`config.mk`:
```
export PLATFORM = sky130hd
export DESIGN_NAME = mavlink_v1_frame_encoder
export DESIGN_NICKNAME = d
export VERILOG_FILES = /design/src/hw/rtl/mve_pkg.sv /design/src/hw/rtl/mve_regs.sv /design/src/hw/rtl/mve_front.sv /design/src/hw/rtl/mve_queue.sv /design/src/hw/rtl/mve_back.sv /design/src/hw/rtl/mavlink_v1_frame_encoder.sv
export SDC_FILE = /design/constraint.sdc
export NUM_CORES = 1
export LEC_CHECK = 0
export ABC_CLOCK_PERIOD_IN_PS = 3700
export BUFFER_PORTS_ARGS = -buffer_cell sky130_fd_sc_hd__buf_4
export CAP_MARGIN = 15
export CORE_MARGIN = 2
export CORE_UTILIZATION = 55
export DETAILED_ROUTE_END_ITERATION = 12
export PLACE_DENSITY = 0.8
export SLEW_MARGIN = 0
export SYNTH_ARGS = -nofsm -noshare
export SYNTH_HDL_FRONTEND = slang
export SYNTH_SLANG_ARGS = --single-unit
```
`constraint.sdc`:
```
create_clock -name clk -period 3.7 [get_ports clk]
set_input_delay 0.925 -clock clk [delete_from_list [all_inputs] [get_ports clk]]
set_output_delay 0.925 -clock clk [all_outputs]
set_load 0.005 [all_outputs]
```
`src/hw/rtl/mve_pkg.sv`:
```
// ----------------------------------------------------------------------------
// mve_pkg
// Types, constants and the CRC byte update shared by the frame encoder.
// ----------------------------------------------------------------------------
package mve_pkg;

	localparam logic [7:0]  START_BYTE = 8'hFE;
	localparam logic [15:0] CRC_POLY   = 16'h1021;
	localparam logic [15:0] CRC_INIT   = 16'hFFFF;
	localparam logic [15:0] CRC_TOP    = 16'h8000;

	localparam logic OP_START = 1'b0;
	localparam logic OP_DATA  = 1'b1;

	localparam int  ADDR_W = 4;
	localparam int  DATA_W = 32;

	typedef enum logic [1:0] {
		REG_SEQUENCE  = 2'd0,
		REG_SYSTEM    = 2'd1,
		REG_COMPONENT = 2'd2,
		REG_MESSAGE   = 2'd3
	} reg_idx_t;

	localparam logic [7:0] SEQUENCE_RST  = 8'd0;
	localparam logic [7:0] SYSTEM_RST    = 8'd1;
	localparam logic [7:0] COMPONENT_RST = 8'd1;
	localparam logic [7:0] MESSAGE_RST   = 8'd0;

	typedef struct packed {
		logic [7:0] sequence_number;
		logic [7:0] system_id;
		logic [7:0] component_id;
		logic [7:0] message_id;
	} cfg_t;

	typedef enum logic [1:0] {
		CMD_START = 2'd0,
		CMD_DATA  = 2'd1,
		CMD_ERROR = 2'd2
	} cmd_kind_t;

	// byte: payload length for a start, data byte for data
	// last: frame closes after this command (CRC follows)
	typedef struct packed {
		cmd_kind_t  kind;
		logic [7:0] byte_val;
		logic       last;
	} cmd_t;

	localparam int CMD_W = $bits(cmd_t);

	function automatic logic [15:0] crc_byte(input logic [15:0] crc, input logic [7:0] b);
		logic [15:0] c;
		c = crc ^ {b, 8'h00};
		for (int i = 0; i < 8; i++) begin
			if ((c & CRC_TOP) != 16'h0000) begin
				c = {c[14:0], 1'b0} ^ CRC_POLY;
			end else begin
				c = {c[14:0], 1'b0};
			end
		end
		return c;
	endfunction

endpackage

```
`src/hw/rtl/mve_regs.sv`:
```
// ----------------------------------------------------------------------------
// mve_regs
// APB register file holding the four header identifier bytes.
// ----------------------------------------------------------------------------
module mve_regs (
	input  logic                      clk,
	input  logic                      arst_n,
	input  logic                      psel,
	input  logic                      penable,
	input  logic                      pwrite,
	input  logic [mve_pkg::ADDR_W-1:0] paddr,
	input  logic [mve_pkg::DATA_W-1:0] pwdata,
	output logic [mve_pkg::DATA_W-1:0] prdata,
	output logic                      pready,
	output mve_pkg::cfg_t             cfg
);

	mve_pkg::cfg_t    cfg_q;
	mve_pkg::reg_idx_t idx;
	logic             wr_en;

	assign idx    = mve_pkg::reg_idx_t'(paddr[3:2]);
	assign wr_en  = psel && penable && pwrite;
	assign pready = 1'b1;
	assign cfg    = cfg_q;

	always_ff @(posedge clk or negedge arst_n) begin
		if (!arst_n) begin
			cfg_q.sequence_number <= mve_pkg::SEQUENCE_RST;
			cfg_q.system_id       <= mve_pkg::SYSTEM_RST;
			cfg_q.component_id    <= mve_pkg::COMPONENT_RST;
			cfg_q.message_id      <= mve_pkg::MESSAGE_RST;
		end else if (wr_en) begin
			unique case (idx)
				mve_pkg::REG_SEQUENCE:  cfg_q.sequence_number <= pwdata[7:0];
				mve_pkg::REG_SYSTEM:    cfg_q.system_id       <= pwdata[7:0];
				mve_pkg::REG_COMPONENT: cfg_q.component_id    <= pwdata[7:0];
				mve_pkg::REG_MESSAGE:   cfg_q.message_id      <= pwdata[7:0];
				default: ;
			endcase
		end
	end

	always_comb begin
		unique case (idx)
			mve_pkg::REG_SEQUENCE:  prdata = {24'h000000, cfg_q.sequence_number};
			mve_pkg::REG_SYSTEM:    prdata = {24'h000000, cfg_q.system_id};
			mve_pkg::REG_COMPONENT: prdata = {24'h000000, cfg_q.component_id};
			mve_pkg::REG_MESSAGE:   prdata = {24'h000000, cfg_q.message_id};
			default:                prdata = '0;
		endcase
	end

endmodule

```
`src/hw/rtl/mve_front.sv`:
```
// ----------------------------------------------------------------------------
// mve_front
// Accepts input items, tracks the open frame and turns items into commands.
// ----------------------------------------------------------------------------
module mve_front (
	input  logic          clk,
	input  logic          arst_n,
	input  logic          in_valid,
	output logic          in_stall,
	input  logic          opcode,
	input  logic [7:0]    payload_length,
	input  logic [7:0]    data_byte,
	input  logic          q_full,
	output logic          q_push,
	output mve_pkg::cmd_t q_cmd
);

	logic       frame_open_q;
	logic [7:0] remaining_q;
	logic       accept;

	assign in_stall = q_full;
	assign accept   = in_valid && !q_full;
	assign q_push   = accept;

	always_comb begin
		q_cmd.byte_val = data_byte;
		q_cmd.last     = 1'b0;
		if (opcode == mve_pkg::OP_START) begin
			q_cmd.kind     = mve_pkg::CMD_START;
			q_cmd.byte_val = payload_length;
			q_cmd.last     = (payload_length == 8'd0);
		end else if (!frame_open_q) begin
			q_cmd.kind = mve_pkg::CMD_ERROR;
		end else begin
			q_cmd.kind = mve_pkg::CMD_DATA;
			q_cmd.last = (remaining_q == 8'd1);
		end
	end

	always_ff @(posedge clk or negedge arst_n) begin
		if (!arst_n) begin
			frame_open_q <= 1'b0;
			remaining_q  <= 8'd0;
		end else if (accept) begin
			if (opcode == mve_pkg::OP_START) begin
				frame_open_q <= (payload_length != 8'd0);
				remaining_q  <= payload_length;
			end else if (frame_open_q) begin
				frame_open_q <= (remaining_q != 8'd1);
				remaining_q  <= remaining_q - 8'd1;
			end
		end
	end

	a_closed_empty: assert property (@(posedge clk) disable iff (!arst_n)
		!frame_open_q |-> remaining_q == 8'd0)
		else $error("closed frame with bytes outstanding");

	a_open_nonzero: assert property (@(posedge clk) disable iff (!arst_n)
		frame_open_q |-> remaining_q != 8'd0)
		else $error("open frame with no bytes outstanding");

endmodule

```
`src/hw/rtl/mve_queue.sv`:
```
// ----------------------------------------------------------------------------
// mve_queue
// Small command FIFO between the front and back halves.
// ----------------------------------------------------------------------------
module mve_queue #(
	parameter int DEPTH = 4
) (
	input  logic          clk,
	input  logic          arst_n,
	input  logic          push,
	input  mve_pkg::cmd_t push_cmd,
	output logic          full,
	input  logic          pop,
	output logic          head_valid,
	output mve_pkg::cmd_t head_cmd
);

	localparam int AW = (DEPTH > 1) ? $clog2(DEPTH) : 1;
	localparam int CW = $clog2(DEPTH + 1);
	localparam logic [AW-1:0] LAST_PTR = AW'(DEPTH - 1);
	localparam logic [CW-1:0] DEPTH_C  = CW'(DEPTH);

	mve_pkg::cmd_t entry_q [DEPTH];
	logic [AW-1:0] wr_ptr_q;
	logic [AW-1:0] rd_ptr_q;
	logic [CW-1:0] count_q;
	logic          do_pop;

	assign full       = (count_q == DEPTH_C);
	assign head_valid = (count_q != '0);
	assign head_cmd   = entry_q[rd_ptr_q];
	assign do_pop     = pop && head_valid;

	always_ff @(posedge clk) begin
		if (push) begin
			entry_q[wr_ptr_q] <= push_cmd;
		end
	end

	always_ff @(posedge clk or negedge arst_n) begin
		if (!arst_n) begin
			wr_ptr_q <= '0;
			rd_ptr_q <= '0;
			count_q  <= '0;
		end else begin
			if (push) begin
				wr_ptr_q <= (wr_ptr_q == LAST_PTR) ? '0 : wr_ptr_q + AW'(1);
			end
			if (do_pop) begin
				rd_ptr_q <= (rd_ptr_q == LAST_PTR) ? '0 : rd_ptr_q + AW'(1);
			end
			if (push && !do_pop) begin
				count_q <= count_q + CW'(1);
			end else if (!push && do_pop) begin
				count_q <= count_q - CW'(1);
			end
		end
	end

	a_no_overflow: assert property (@(posedge clk) disable iff (!arst_n)
		push |-> !full)
		else $error("push into full queue");

	a_count_bound: assert property (@(posedge clk) disable iff (!arst_n)
		count_q <= DEPTH_C)
		else $error("queue count out of range");

endmodule

```
`src/hw/rtl/mve_back.sv`:
```
// ----------------------------------------------------------------------------
// mve_back
// Expands commands into frame bytes, runs the CRC and holds the output stage.
// ----------------------------------------------------------------------------
module mve_back (
	input  logic          clk,
	input  logic          arst_n,
	input  mve_pkg::cfg_t cfg,
	input  logic          head_valid,
	input  mve_pkg::cmd_t head_cmd,
	output logic          pop,
	output logic          out_valid,
	input  logic          out_stall,
	output logic [7:0]    out_byte,
	output logic          last_of_frame,
	output logic          error
);

	logic [2:0]  step_q;
	logic [15:0] crc_q;
	logic        out_valid_q;
	logic [7:0]  out_byte_q;
	logic        last_q;
	logic        error_q;

	logic        fire;
	logic        final_step;
	logic        feed;
	logic [7:0]  nxt_byte;
	logic        nxt_last;
	logic        nxt_err;
	logic [15:0] crc_base;

	assign fire = head_valid && (!out_valid_q || !out_stall);
	assign pop  = fire && final_step;

	always_comb begin
		nxt_byte   = 8'h00;
		nxt_last   = 1'b0;
		nxt_err    = 1'b0;
		feed       = 1'b0;
		final_step = 1'b0;
		unique case (head_cmd.kind)
			mve_pkg::CMD_START: begin
				case (step_q)
					3'd0: nxt_byte = mve_pkg::START_BYTE;
					3'd1: nxt_byte = head_cmd.byte_val;
					3'd2: nxt_byte = cfg.sequence_number;
					3'd3: nxt_byte = cfg.system_id;
					3'd4: nxt_byte = cfg.component_id;
					3'd5: nxt_byte = cfg.message_id;
					3'd6: nxt_byte = crc_q[7:0];
					default: begin
						nxt_byte = crc_q[15:8];
						nxt_last = 1'b1;
					end
				endcase
				feed       = (step_q <= 3'd5);
				final_step = (step_q == 3'd7) || (step_q == 3'd5 && !head_cmd.last);
			end
			mve_pkg::CMD_DATA: begin
				case (step_q)
					3'd0: nxt_byte = head_cmd.byte_val;
					3'd1: nxt_byte = crc_q[7:0];
					default: begin
						nxt_byte = crc_q[15:8];
						nxt_last = 1'b1;
					end
				endcase
				feed       = (step_q == 3'd0);
				final_step = (step_q == 3'd2) || (step_q == 3'd0 && !head_cmd.last);
			end
			default: begin
				nxt_err    = 1'b1;
				final_step = 1'b1;
			end
		endcase
	end

	assign crc_base = (head_cmd.kind == mve_pkg::CMD_START && step_q == 3'd0) ?
		mve_pkg::CRC_INIT : crc_q;

	always_ff @(posedge clk or negedge arst_n) begin
		if (!arst_n) begin
			step_q      <= 3'd0;
			crc_q       <= mve_pkg::CRC_INIT;
			out_valid_q <= 1'b0;
		end else begin
			if (fire) begin
				step_q <= final_step ? 3'd0 : step_q + 3'd1;
				if (feed) begin
					crc_q <= mve_pkg::crc_byte(crc_base, nxt_byte);
				end
				out_valid_q <= 1'b1;
			end else if (!out_stall) begin
				out_valid_q <= 1'b0;
			end
		end
	end

	always_ff @(posedge clk) begin
		if (fire) begin
			out_byte_q <= nxt_byte;
			last_q     <= nxt_last;
			error_q    <= nxt_err;
		end
	end

	assign out_valid     = out_valid_q;
	assign out_byte      = out_byte_q;
	assign last_of_frame = last_q;
	assign error         = error_q;

	a_step_held: assert property (@(posedge clk) disable iff (!arst_n)
		step_q != 3'd0 |-> head_valid && head_cmd.kind != mve_pkg::CMD_ERROR)
		else $error("command left the queue mid expansion");

	a_error_clean: assert property (@(posedge clk) disable iff (!arst_n)
		out_valid_q && error_q |-> !last_q && out_byte_q == 8'h00)
		else $error("error transfer carries frame data");

endmodule

```
`src/hw/rtl/mavlink_v1_frame_encoder.sv`:
```
// ----------------------------------------------------------------------------
// mavlink_v1_frame_encoder
// Frame encoder: header, payload pass-through and CRC-16 trailer.
// ----------------------------------------------------------------------------
// Input channel (in_valid/in_stall): a start item (opcode 0) opens a frame
// and produces six header bytes, plus the two CRC bytes when payload_length
// is zero; a payload item (opcode 1) produces its byte, plus the two CRC
// bytes when it is the last one declared; a payload item with no open frame
// produces one transfer with error set. Output channel (out_valid/out_stall)
// carries one byte per transfer; last_of_frame marks the CRC high byte.
// Header identifiers come from the APB registers at 0x0, 0x4, 0x8, 0xC.
// The first byte of an item passes through the command queue and then the
// output register; the output stage moves one byte per cycle while it is
// not stalled, and an item produces 1, 3, 6 or 8 bytes; the command queue
// of QUEUE_DEPTH entries keeps accepting one item per cycle while it has
// room.
// A stalled output holds its byte; the queue fills and then in_stall rises.
// Reset clears the queue, the open frame and the output stage and restores
// the register defaults.
// ----------------------------------------------------------------------------
module mavlink_v1_frame_encoder #(
	parameter int QUEUE_DEPTH = 4
) (
	input  logic                      clk,
	input  logic                      arst_n,
	input  logic                      psel,
	input  logic                      penable,
	input  logic                      pwrite,
	input  logic [mve_pkg::ADDR_W-1:0] paddr,
	input  logic [mve_pkg::DATA_W-1:0] pwdata,
	output logic [mve_pkg::DATA_W-1:0] prdata,
	output logic                      pready,
	input  logic                      in_valid,
	output logic                      in_stall,
	input  logic                      opcode,
	input  logic [7:0]                payload_length,
	input  logic [7:0]                data_byte,
	output logic                      out_valid,
	input  logic                      out_stall,
	output logic [7:0]                out_byte,
	output logic                      last_of_frame,
	output logic                      error
);

	mve_pkg::cfg_t cfg;
	mve_pkg::cmd_t push_cmd;
	mve_pkg::cmd_t head_cmd;
	logic          push;
	logic          full;
	logic          pop;
	logic          head_valid;

	mve_regs u_regs (
		.clk     (clk),
		.arst_n  (arst_n),
		.psel    (psel),
		.penable (penable),
		.pwrite  (pwrite),
		.paddr   (paddr),
		.pwdata  (pwdata),
		.prdata  (prdata),
		.pready  (pready),
		.cfg     (cfg)
	);

	mve_front u_front (
		.clk            (clk),
		.arst_n         (arst_n),
		.in_valid       (in_valid),
		.in_stall       (in_stall),
		.opcode         (opcode),
		.payload_length (payload_length),
		.data_byte      (data_byte),
		.q_full         (full),
		.q_push         (push),
		.q_cmd          (push_cmd)
	);

	mve_queue #(
		.DEPTH (QUEUE_DEPTH)
	) u_queue (
		.clk        (clk),
		.arst_n     (arst_n),
		.push       (push),
		.push_cmd   (push_cmd),
		.full       (full),
		.pop        (pop),
		.head_valid (head_valid),
		.head_cmd   (head_cmd)
	);

	mve_back u_back (
		.clk           (clk),
		.arst_n        (arst_n),
		.cfg           (cfg),
		.head_valid    (head_valid),
		.head_cmd      (head_cmd),
		.pop           (pop),
		.out_valid     (out_valid),
		.out_stall     (out_stall),
		.out_byte      (out_byte),
		.last_of_frame (last_of_frame),
		.error         (error)
	);

endmodule

```
Word-level counts from Yosys, hierarchy flattened
Memories as Yosys holds them, arrays and structs flattened.
Index checks and enable logic that the tools add are counted.

cells by class
  $add $sub $neg = 6
  magnitude comparators = 1
  eq/ne operators = 18
  muxes and demuxes = 51
  bitwise gates (word level) = 9
  reductions and logical operators = 36

operators with widths
  operator               number
  $mux W16               15
  $pmux W32 S4           1
  $mux W13               8
  $pmux W8 S7            1
  $pmux W8 S2            2
  $mux W8                3
  $not A3 Y3             8
  $xor A16 B16 Y16       1
  $eq A3 B3 Y1 const B   5
  $reduce_and A2 Y1      6
  $logic_and A1 B1 Y1    11
  $mux W1                11
  $mux W3                3
  $eq A2 B2 Y1 const B   4
  $eq A8 B1 Y1 const B   1
  $logic_not A8 Y1       1
  $mux W2                4
  $ne A8 B1 Y1 const B   1
  $reduce_bool A8 Y1     1
  $sub A8 B1 Y8 const B  1
  $reduce_or A7 Y1       1
  $add A3 B1 Y3 const B  2
  $eq A3 B2 Y1 const B   2
  $logic_not A1 Y1       6
  other kinds (13)       22

word-level totals
  register bits = 78
  memory bits (writable) = 44
  input bits = 60
  output and inout bits = 45
  word-level logic and storage cells = 137
  memories = 1

memories
  memory           depth  bits a word  read ports  clocked after Yosys merged registers in  write ports  RTL line         RTL
  u_queue.entry_q  4      11           1           0                                        1            mve_queue.sv:23  mve_pkg::cmd_t entry_q [DEPTH];

Logic depth before layout (Yosys ltp)
Gate-level depths: netlist (run 1).
An unclocked memory read counts as a cell.

  depth in word-level cells = 35
  mapped depth = 14
  gate-level depth less buffers = 13

By module
From an unflattened synthesis (run 1), not the netlist that was laid out.

second synthesis, totals
  cell total of the unflattened synthesis = 557
  area total of the unflattened synthesis = 6822.8 um^2

modules (own cells, without submodules)
  module     instances  cells each  area an instance (um^2)  sequential area each (um^2)
  mve_back   1          271         2446.1                   820.8
  mve_queue  1          94          2025.7                   1496.4
  mve_regs   1          107         1627.8                   803.3
  mve_front  1          85          723.2                    225.2

Worst setup path before layout (run 1)
Ideal clock, no wire load.

  path kind = flip-flop to flip-flop
  start point = register u_queue.rd_ptr_q[0]
  end point = register u_queue.count_q[2]
  setup time = 0.079 ns
  arrival = 2.966 ns
  required time = 3.621 ns
  path slack = 0.655 ns
  stages on the path, launching flop included = 13
  buffers on the path = 2
  period minus slack after synthesis = 3.045 ns
  path through = dfrtp_1 -> buf_6 -> buf_2 -> mux4_2 -> a31oi_1 -> o221ai_1 -> o21ai_0 -> ha_1 -> inv_1 -> fa_1 -> xor2_1 -> nor2_1 -> xor2_1

on the way
  word-level cells in the longest chain between the ends = 10
  elaborated cells on any way between the ends = 16
  classes of those cells = 1 x eq/ne; 2 x mux; 12 x reduce/logical; 1 x memory

ends and longest elaborated chain
  item                                           RTL line                        RTL
  start: declaration                             mve_queue.sv:25                 logic [AW-1:0] rd_ptr_q;
  start signal: assignment                       mve_queue.sv:50                 rd_ptr_q <= (rd_ptr_q == LAST_PTR) ? '0 : rd_ptr_q + AW'(1);
  $mem_v2 Z4 W11 *                               n/a
  $logic_not A1 Y1                               mve_back.sv:59, mve_back.sv:71
  $logic_and A1 B1 Y1, on equally long branches  mve_back.sv:71, mve_back.sv:59
  $logic_or A1 B1 Y1, on equally long branches   mve_back.sv:71, mve_back.sv:59
  $pmux W1 S2 *                                  mve_back.sv:43                  unique case (head_cmd.kind)
  $logic_and A1 B1 Y1 *                          mve_back.sv:35                  assign pop = fire && final_step;
  $logic_and A1 B1 Y1 *                          mve_queue.sv:32                 assign do_pop = pop && head_valid;
  $logic_not A1 Y1                               mve_queue.sv:52                 if (push && !do_pop) begin
  $logic_and A1 B1 Y1                            mve_queue.sv:52
  $mux W3 or $reduce_bool A2 Y1 (tied branches)  n/a
  end signal: assignment                         mve_queue.sv:53                 count_q <= count_q + CW'(1);
  end signal: assignment                         mve_queue.sv:55                 count_q <= count_q - CW'(1);
  end: declaration                               mve_queue.sv:26                 logic [CW-1:0] count_q;

Every way passes the cells marked *; elsewhere a longest branch is shown, timed or not.
A chain may end at the register's enable or synchronous reset.

Final worst setup path (run 1)
  start point = register u_back.step_q[1]
  end point = register u_back.crc_q[5]

on the way
  word-level cells in the longest chain between the ends = 25
  elaborated cells on any way between the ends = 40
  classes of those cells = 1 x order compare; 6 x eq/ne; 27 x mux; 3 x bitwise; 3 x reduce/logical

ends and longest elaborated chain
  item                                        RTL line                        RTL
  start: declaration                          mve_back.sv:19                  logic [2:0] step_q;
  start signal: assignment                    mve_back.sv:90                  step_q <= final_step ? 3'd0 : step_q + 3'd1;
  $eq A3 B3 Y1, or another cell as far along  mve_back.sv:45                  case (step_q)
  $pmux W8 S7, or another cell as far along   mve_back.sv:45
  $pmux W8 S2 or $mux W16 (tied branches)     mve_back.sv:43, mve_back.sv:80
  $xor A16 B16 Y16                            mve_pkg.sv:55                   c = crc ^ {b, 8'h00};
  $mux W16                                    mve_back.sv:91                  if (feed) begin
  $mux W16                                    mve_back.sv:89                  if (fire) begin
  $mux W16                                    mve_back.sv:91
  $mux W16                                    mve_back.sv:89
  (+9 left out)                               n/a
  $mux W13                                    mve_pkg.sv:57                   if ((c & CRC_TOP) != 16'h0000) begin
  $mux W16                                    mve_back.sv:91
  $mux W16                                    mve_back.sv:89
  $mux W13                                    mve_pkg.sv:57
  $mux W16                                    mve_back.sv:91
  $mux W16                                    mve_back.sv:89
  $not A3 Y3 (no line)                        n/a
  $mux W13                                    mve_pkg.sv:57
  end signal: assignment                      mve_back.sv:86                  crc_q <= mve_pkg::CRC_INIT;
  end signal: assignment                      mve_back.sv:92                  crc_q <= mve_pkg::crc_byte(crc_base, nxt_byte);
  end: declaration                            mve_back.sv:20                  logic [15:0] crc_q;

Several ways; a longest one is shown, not always the timed one. The select of a mux whose other input is x is not followed.

==> results of run 1 <==
-- Yosys cell counts, types with 3 or more instances --
| master | number |
|---|---|
| clkbuf_1 | 16 |
| edfxtp_1 | 54 |
| inv_1 | 15 |
| nand2b_1 | 10 |
| a21o_1 | 4 |
| nor3b_1 | 3 |
| a311oi_1 | 4 |
| a22oi_1 | 6 |
| mux2i_1 | 14 |
| and3_1 | 4 |
| dfstp_2 | 18 |
| and2_1 | 4 |
| dfrtp_1 | 50 |
| o211ai_1 | 5 |
| nor4_1 | 3 |
| buf_4 | 25 |
| xor2_1 | 9 |
| a31oi_1 | 5 |
| o22ai_1 | 15 |
| o21ai_0 | 37 |
| o221ai_1 | 5 |
| nand2_1 | 54 |
| or3_1 | 4 |
| xnor2_1 | 10 |
| o21a_1 | 3 |
| mux4_2 | 18 |
| nor3_1 | 7 |
| a222oi_1 | 6 |
| nor2_1 | 24 |
| nand3_1 | 11 |
| nor2b_1 | 8 |
| buf_2 | 3 |
| ha_1 | 14 |
| mux2_2 | 48 |
| a2bb2oi_1 | 4 |
| a21oi_1 | 16 |
-- through the flow --
stage	util	cell area, µm²	hold WS (ps)	worst slack, ps
4_1_cts	0.655	7860	490	431
3_5_place_dp	0.604	7260	481	416
5_1_grt	0.655	7860	503	81.1
6_report	0.655	7860	485	370
3_3_place_gp	0.604	7260	471	530
2_1_floorplan	-	6840	454	655
-- sequential cells by signal, summed over array words and instances (netlist names) --
register              count
u_back.error              1
u_queue.entry_q          44
u_queue.rd_ptr_q          2
u_back.out_valid          1
u_front.remaining_q       8
u_back.last_of_frame      1
u_back.step_q             3
u_queue.wr_ptr_q          2
u_back.crc_q             16
u_front.frame_open_q      1
u_regs.cfg               32
u_back.out_byte           8
u_queue.count_q           3
-- worst register-to-register path: stages, from the launching register on --
cell	delay, ps
dfrtp_1	420
inv_1	140
ha_1	500
or3b_2	570
o22a_1	260
a211oi_1	400
o21ai_0	160
o311ai_0	180
xor2_1	340
xnor2_1	160
o21ai_0	90
-- worst max-delay path by stage --
| stage | from | to | slack, ps | cells past startpoint |
|---|---|---|---|---|
| 4_1_cts | u_back.step_q[1]$_DFFE_PN0P_ | u_back.crc_q[5]$_DFFE_PN1P_ | 430 | 10 |
| 2_1_floorplan | u_queue.rd_ptr_q[0]$_DFFE_PN0P_ | u_queue.count_q[2]$_DFFE_PN0P_ | 650 | 12 |
| 5_1_grt | u_back.step_q[1]$_DFFE_PN0P_ | u_back.crc_q[5]$_DFFE_PN1P_ | 80 | 10 |
| 3_3_place_gp | u_back.step_q[1]$_DFFE_PN0P_ | u_back.crc_q[5]$_DFFE_PN1P_ | 530 | 10 |
| 6_report | u_back.step_q[1]$_DFFE_PN0P_ | u_back.crc_q[5]$_DFFE_PN1P_ | 370 | 10 |
| 3_5_place_dp | u_back.step_q[1]$_DFFE_PN0P_ | u_back.crc_q[5]$_DFFE_PN1P_ | 420 | 10 |
-- cells by family after synthesis --
group           share of synthesized area
other cells                       0.00111
flops                               0.495
buf+inv                            0.0528
fa+ha+maj                          0.0289
compound gates                      0.127
xor+xnor                           0.0270
mux                                 0.165
simple gates                        0.104
-- power breakdown --
group	internal, mW	switching [mW]	total, mW
registers	1.99	0.412	2.40
clock network	1.02	0.674	1.69
logic	1.46	1.80	3.27
total	4.47	2.89	7.36
-- final cells by class --
cell class	instances	share of cell area
inverters	17	0.00811
multi-input cells	411	0.400
well taps	147	0.0234
clock buffers	17	0.0541
flip-flops and latches	122	0.425
repair buffers	70	0.0668
clock inverters	15	0.0226
-- routing by layer --
layer / up-vias / routed length, µm / track usage
met5: - / 0 / 0
met4: 0 / 360 / 0.0900
met3: 31 / 1260 / 0.0749
met2: 219 / 7680 / 0.409
met1: 2377 / 6560 / 0.334
li1: 2249 / - / -
==> results.sh, run 1 <==
export IMPL_leakage_nw=3.19
export IMPL_run_status="completed"
export IMPL_grt_max_degree=69
export IMPL_rsz0062_at_grt="false"
export IMPL_cts_setup_buffers=0
export IMPL_tightest_slew_ps=917
export IMPL_portBuffers=53
export IMPL_numCtsBuffers=17
export IMPL_fin_cells=799
export IMPL_layout_commonest_cell="buf_4"
export IMPL_timing_hold_violations_final=0
export IMPL_path_buf_inv=1
export IMPL_layout_nets=714
export IMPL_io_pins=105
export IMPL_slowest_stage="or3b_2"
export IMPL_grt_usage=0.255
export IMPL_drv_cap=0
export IMPL_diodes=0
export IMPL_cts_tree="done"
export IMPL_start_util=0.563
export IMPL_num_rows=40
export IMPL_overflow=0
export IMPL_clock_path_buffers=2
export IMPL_area_growth_pct=16.4
export IMPL_grt_pass1_vias=4897
export IMPL_cts_resized=0
export IMPL_timing_rr_end="u_back.crc_q[5]$_DFFE_PN1P_"
export IMPL_route_detailed_drc=0
export IMPL_clkTransAtPathRegs_ps=60
export IMPL_finalClockSkew_ps=10.0
export IMPL_start_kind="flip-flop"
export IMPL_async_flop_share=0.557
export IMPL_via_per_inst=6.10
export IMPL_layout_common_cells="buf_4, nand2_1, edfxtp_1, dfrtp_1, mux2_2"
export IMPL_dp_cells=767
export IMPL_routed_via_count=4876
export IMPL_place_congestion=0.944
export IMPL_cts_root_buf="clkbuf_16"
export IMPL_postRouteAntennaNets=0
export IMPL_fp_dieH_um=115
export IMPL_syn_avg_cell_area_um2=11.8
export IMPL_period_needed_ps=3330
export IMPL_grt_pass1_wl_um=25400
export IMPL_critPathArrivalTime_ps=3640
export IMPL_setup_viol=0
export IMPL_syn_cell_area_um2=6760
export IMPL_postCtsHoldBufs=0
export IMPL_cts_sinks=122
export IMPL_hold_path_endpoint="u_queue.count_q[2]$_DFFE_PN0P_"
export IMPL_min_path_cells=1
export IMPL_period_share=0.900
export IMPL_crit_path_frequent_cell="o21ai_0"
export IMPL_p_total_mw=7.36
export IMPL_ys_warn_count=0
export IMPL_fmax_mhz=300
export IMPL_power_density_nw_per_um2=935
export IMPL_crit_fanout=15
export IMPL_synth_area_top_cells="edfxtp_1, dfrtp_1, mux2_2"
export IMPL_drive_gt1_frac=0.302
export IMPL_nFillCells=875
export IMPL_die_w_um=115
export IMPL_min_from="u_queue.count_q[2]$_DFFE_PN0P_"
export IMPL_grt_antenna_before_repair=0
export IMPL_regArea_um2=3350
export IMPL_synth_ff_type="edfxtp_1"
export IMPL_drt_iter0_markers=369
export IMPL_cp_end_kind="flip-flop"
export IMPL_crit_chain="inv_1 > ha_1 > or3b_2 > o22a_1 > a211oi_1 > o21ai_0 > o311ai_0 > xor2_1 > xnor2_1 > o21ai_0"
export IMPL_critPathKind="flip-flop to flip-flop"
export IMPL_multi_input_area_um2=3140
export IMPL_hpwl_um=11300
export IMPL_ys_ff_latch=122
export IMPL_dieArea_um2=13200
export IMPL_synth_seq_area_share=0.495
export IMPL_wl_per_cell_um=19.8
export IMPL_r2r_setup_slack_ps=370
export IMPL_dr_pass1_iters=8
export IMPL_r2r_start="u_back.step_q[1]$_DFFE_PN0P_"
export IMPL_irDropWorstVdd_mv=0.474
export IMPL_synth_edf_count=54
export IMPL_coreArea_um2=12000
export IMPL_htree_levels=4
export IMPL_required_ps=4010
export IMPL_r2r_cells=10
export IMPL_totalWireLength_um=15900
export IMPL_critPathTopFamily="compound AO/OA/AOI/OAI gates"
export IMPL_synthCells=575
export IMPL_max_slew_margin=0.386
export IMPL_ys_types=65
export IMPL_max_stage_delay_ps=570
export IMPL_fin_setup_tns_ps=0
export IMPL_synth_top_area_share=0.240
export IMPL_clk_latency_ps=420
export IMPL_final_max_slew_viol_count=0
export IMPL_yosysTopAreaCell="edfxtp_1"
export IMPL_worst_hold_path_type="flip-flop to flip-flop"
(Power assumes the default switching activity.)
==> inputs of run 2 (changes only) <==
Settings changed: CORE_ASPECT_RATIO set to 1.1, MAX_ROUTING_LAYER set to met4, TNS_END_PERCENT set to 1.
==> run 2 against run 1 <==
Effect of this change: sequential share of layout area rose by 0.27 points; die area is essentially flat; critical path depth unchanged; setup slack worse by 29 ps; via count increased by 0.70%; register-to-register slack lost 30 ps; highest routed layer unchanged; utilization is 0.53 points lower; first-iteration DRC count fell by 16%.
==> results.sh, run 2 (synthesis results as in run 1) <==
export IMPL_largest_reg_flops=44
export IMPL_final_max_slew_viol_count=0
export IMPL_htree_levels=4
export IMPL_fin_util=0.649
export IMPL_grt_max_degree=69
export IMPL_fin_ws_ps=341
export IMPL_rsz0062_at_grt="false"
export IMPL_fin_setup_tns_ps=0
export IMPL_timing_rr_end="u_back.crc_q[14]$_DFFE_PN1P_"
export IMPL_period_share=0.908
export IMPL_critPathKind="flip-flop to flip-flop"
export IMPL_dr_pass1_iters=7
export IMPL_crit_chain="inv_1 > ha_1 > nor2b_1 > nor2_1 > and3_1 > o21a_1 > mux2i_1 > xnor2_1 > xor2_1 > o21ai_0"
export IMPL_setup_viol=0
export IMPL_run_status="completed"
export IMPL_crit_fanout=15
export IMPL_period_needed_ps=3360
export IMPL_min_from="u_queue.count_q[2]$_DFFE_PN0P_"
export IMPL_fp_dieH_um=120
export IMPL_slowest_stage="nor2b_1"
export IMPL_cts_sinks=122
export IMPL_num_rows=42
export IMPL_overflow=0
export IMPL_drv_cap=0
export IMPL_diodes=0
export IMPL_cts_setup_buffers=0
export IMPL_layout_nets=708
export IMPL_tightest_slew_ps=891
export IMPL_finalClockSkew_ps=8.88
export IMPL_area_growth_pct=15.6
export IMPL_r2r_cells=10
export IMPL_grt_pass1_wl_um=25300
export IMPL_hold_ws_ps=483
export IMPL_fmax_mhz=298
export IMPL_min_path_cells=1
export IMPL_drive_gt1_frac=0.286
export IMPL_wl_per_cell_um=19.5
export IMPL_via_per_inst=6.14
export IMPL_io_pins=105
export IMPL_pre_cts_slack_ps=416
export IMPL_irDropWorstVdd_mv=0.523
export IMPL_hold_path_endpoint="u_queue.count_q[2]$_DFFE_PN0P_"
export IMPL_regMostFlops="u_queue.entry_q"
export IMPL_critPathArrivalTime_ps=3700
export IMPL_postRouteAntennaNets=0
export IMPL_postCtsHoldBufs=0
export IMPL_die_w_um=110
export IMPL_drt_iter0_markers=310
export IMPL_required_ps=4040
export IMPL_totalWireLength_um=15600
export IMPL_grt_pass1_vias=4899
export IMPL_timing_hold_violations_final=0
export IMPL_clk_latency_ps=420
export IMPL_grt_usage=0.263
export IMPL_layout_common_cells="buf_4, nand2_1, edfxtp_1, dfrtp_1, mux2_2"
export IMPL_worst_hold_path_type="flip-flop to flip-flop"
export IMPL_routed_via_count=4910
export IMPL_cts_resized=0
export IMPL_portBuffers=53
export IMPL_cts_tree="done"
export IMPL_route_detailed_drc=0
export IMPL_power_density_nw_per_um2=928
export IMPL_cp_end_kind="flip-flop"
export IMPL_start_util=0.562
export IMPL_dieArea_um2=13200
export IMPL_grt_antenna_before_repair=0
export IMPL_leakage_nw=3.15
export IMPL_clock_path_buffers=2
export IMPL_coreArea_um2=12000
export IMPL_place_congestion=0.964
export IMPL_cts_root_buf="clkbuf_16"
export IMPL_numCtsBuffers=17
export IMPL_start_kind="flip-flop"
export IMPL_r2r_start="u_back.step_q[1]$_DFFE_PN0P_"
export IMPL_r2r_setup_slack_ps=340
export IMPL_clkTransAtPathRegs_ps=50
export IMPL_p_total_mw=7.25
export IMPL_hpwl_um=11100
export IMPL_layout_commonest_cell="buf_4"
export IMPL_max_stage_delay_ps=530
export IMPL_max_slew_margin=0.404
## run 2: worst max-delay path, delay by kind of cell (launching register included)
family	cells	cell delay (ps)
buf+inv	1	140
simple gates	3	1060
mux	1	380
flops	1	420
fa+ha+maj	1	520
compound gates	2	330
xor+xnor	2	420
## run 2: worst max path at each step
stage                                          end  slack (ps)  depth (start not counted)                            start
floorplan           u_queue.count_q[2]$_DFFE_PN0P_         650                         12  u_queue.rd_ptr_q[0]$_DFFE_PN0P_
global placement      u_back.crc_q[12]$_DFFE_PN1P_         530                         10     u_back.step_q[1]$_DFFE_PN0P_
detailed placement    u_back.crc_q[14]$_DFFE_PN1P_         420                         10     u_back.step_q[1]$_DFFE_PN0P_
CTS                   u_back.crc_q[14]$_DFFE_PN1P_         390                         10     u_back.step_q[1]$_DFFE_PN0P_
global route          u_back.crc_q[14]$_DFFE_PN1P_          80                         10     u_back.step_q[1]$_DFFE_PN0P_
finish                u_back.crc_q[14]$_DFFE_PN1P_         340                         10     u_back.step_q[1]$_DFFE_PN0P_
## run 2: through the flow
| stage | area (µm²) | cells |
|---|---|---|
| after floorplan | 6840 | 598 |
| after global placement | 7220 | 768 |
| after detailed placement | 7220 | 768 |
| after CTS | 7820 | 800 |
| after global routing | 7820 | 800 |
| final | 7820 | 800 |
## run 2: where the power goes
group	total [mW]	internal (mW)	switching, mW
Clock	1.65	1.09	0.558
Sequential	2.38	1.99	0.394
Combinational	3.21	1.41	1.81
Total	7.25	4.49	2.76
## run 2: layer usage
metal / GRT usage / vias up / part of all wire
met2: 0.410 / 209 / 0.51
met1: 0.327 / 2430 / 0.40
met5: - / - / 0
li1: - / 2228 / -
met4: 0.124 / 0 / 0.036
met3: 0.0582 / 43 / 0.062
## run 2: cell type report
class                      instances  area (µm²)
fill                             913        4220
sequential                       122        3350
multi-input combinational        411        3140
timing repair buffer              64         480
clock buffer                      25         475
tap                              154         193
clock inverter                     7         115
inverter                          17        63.8
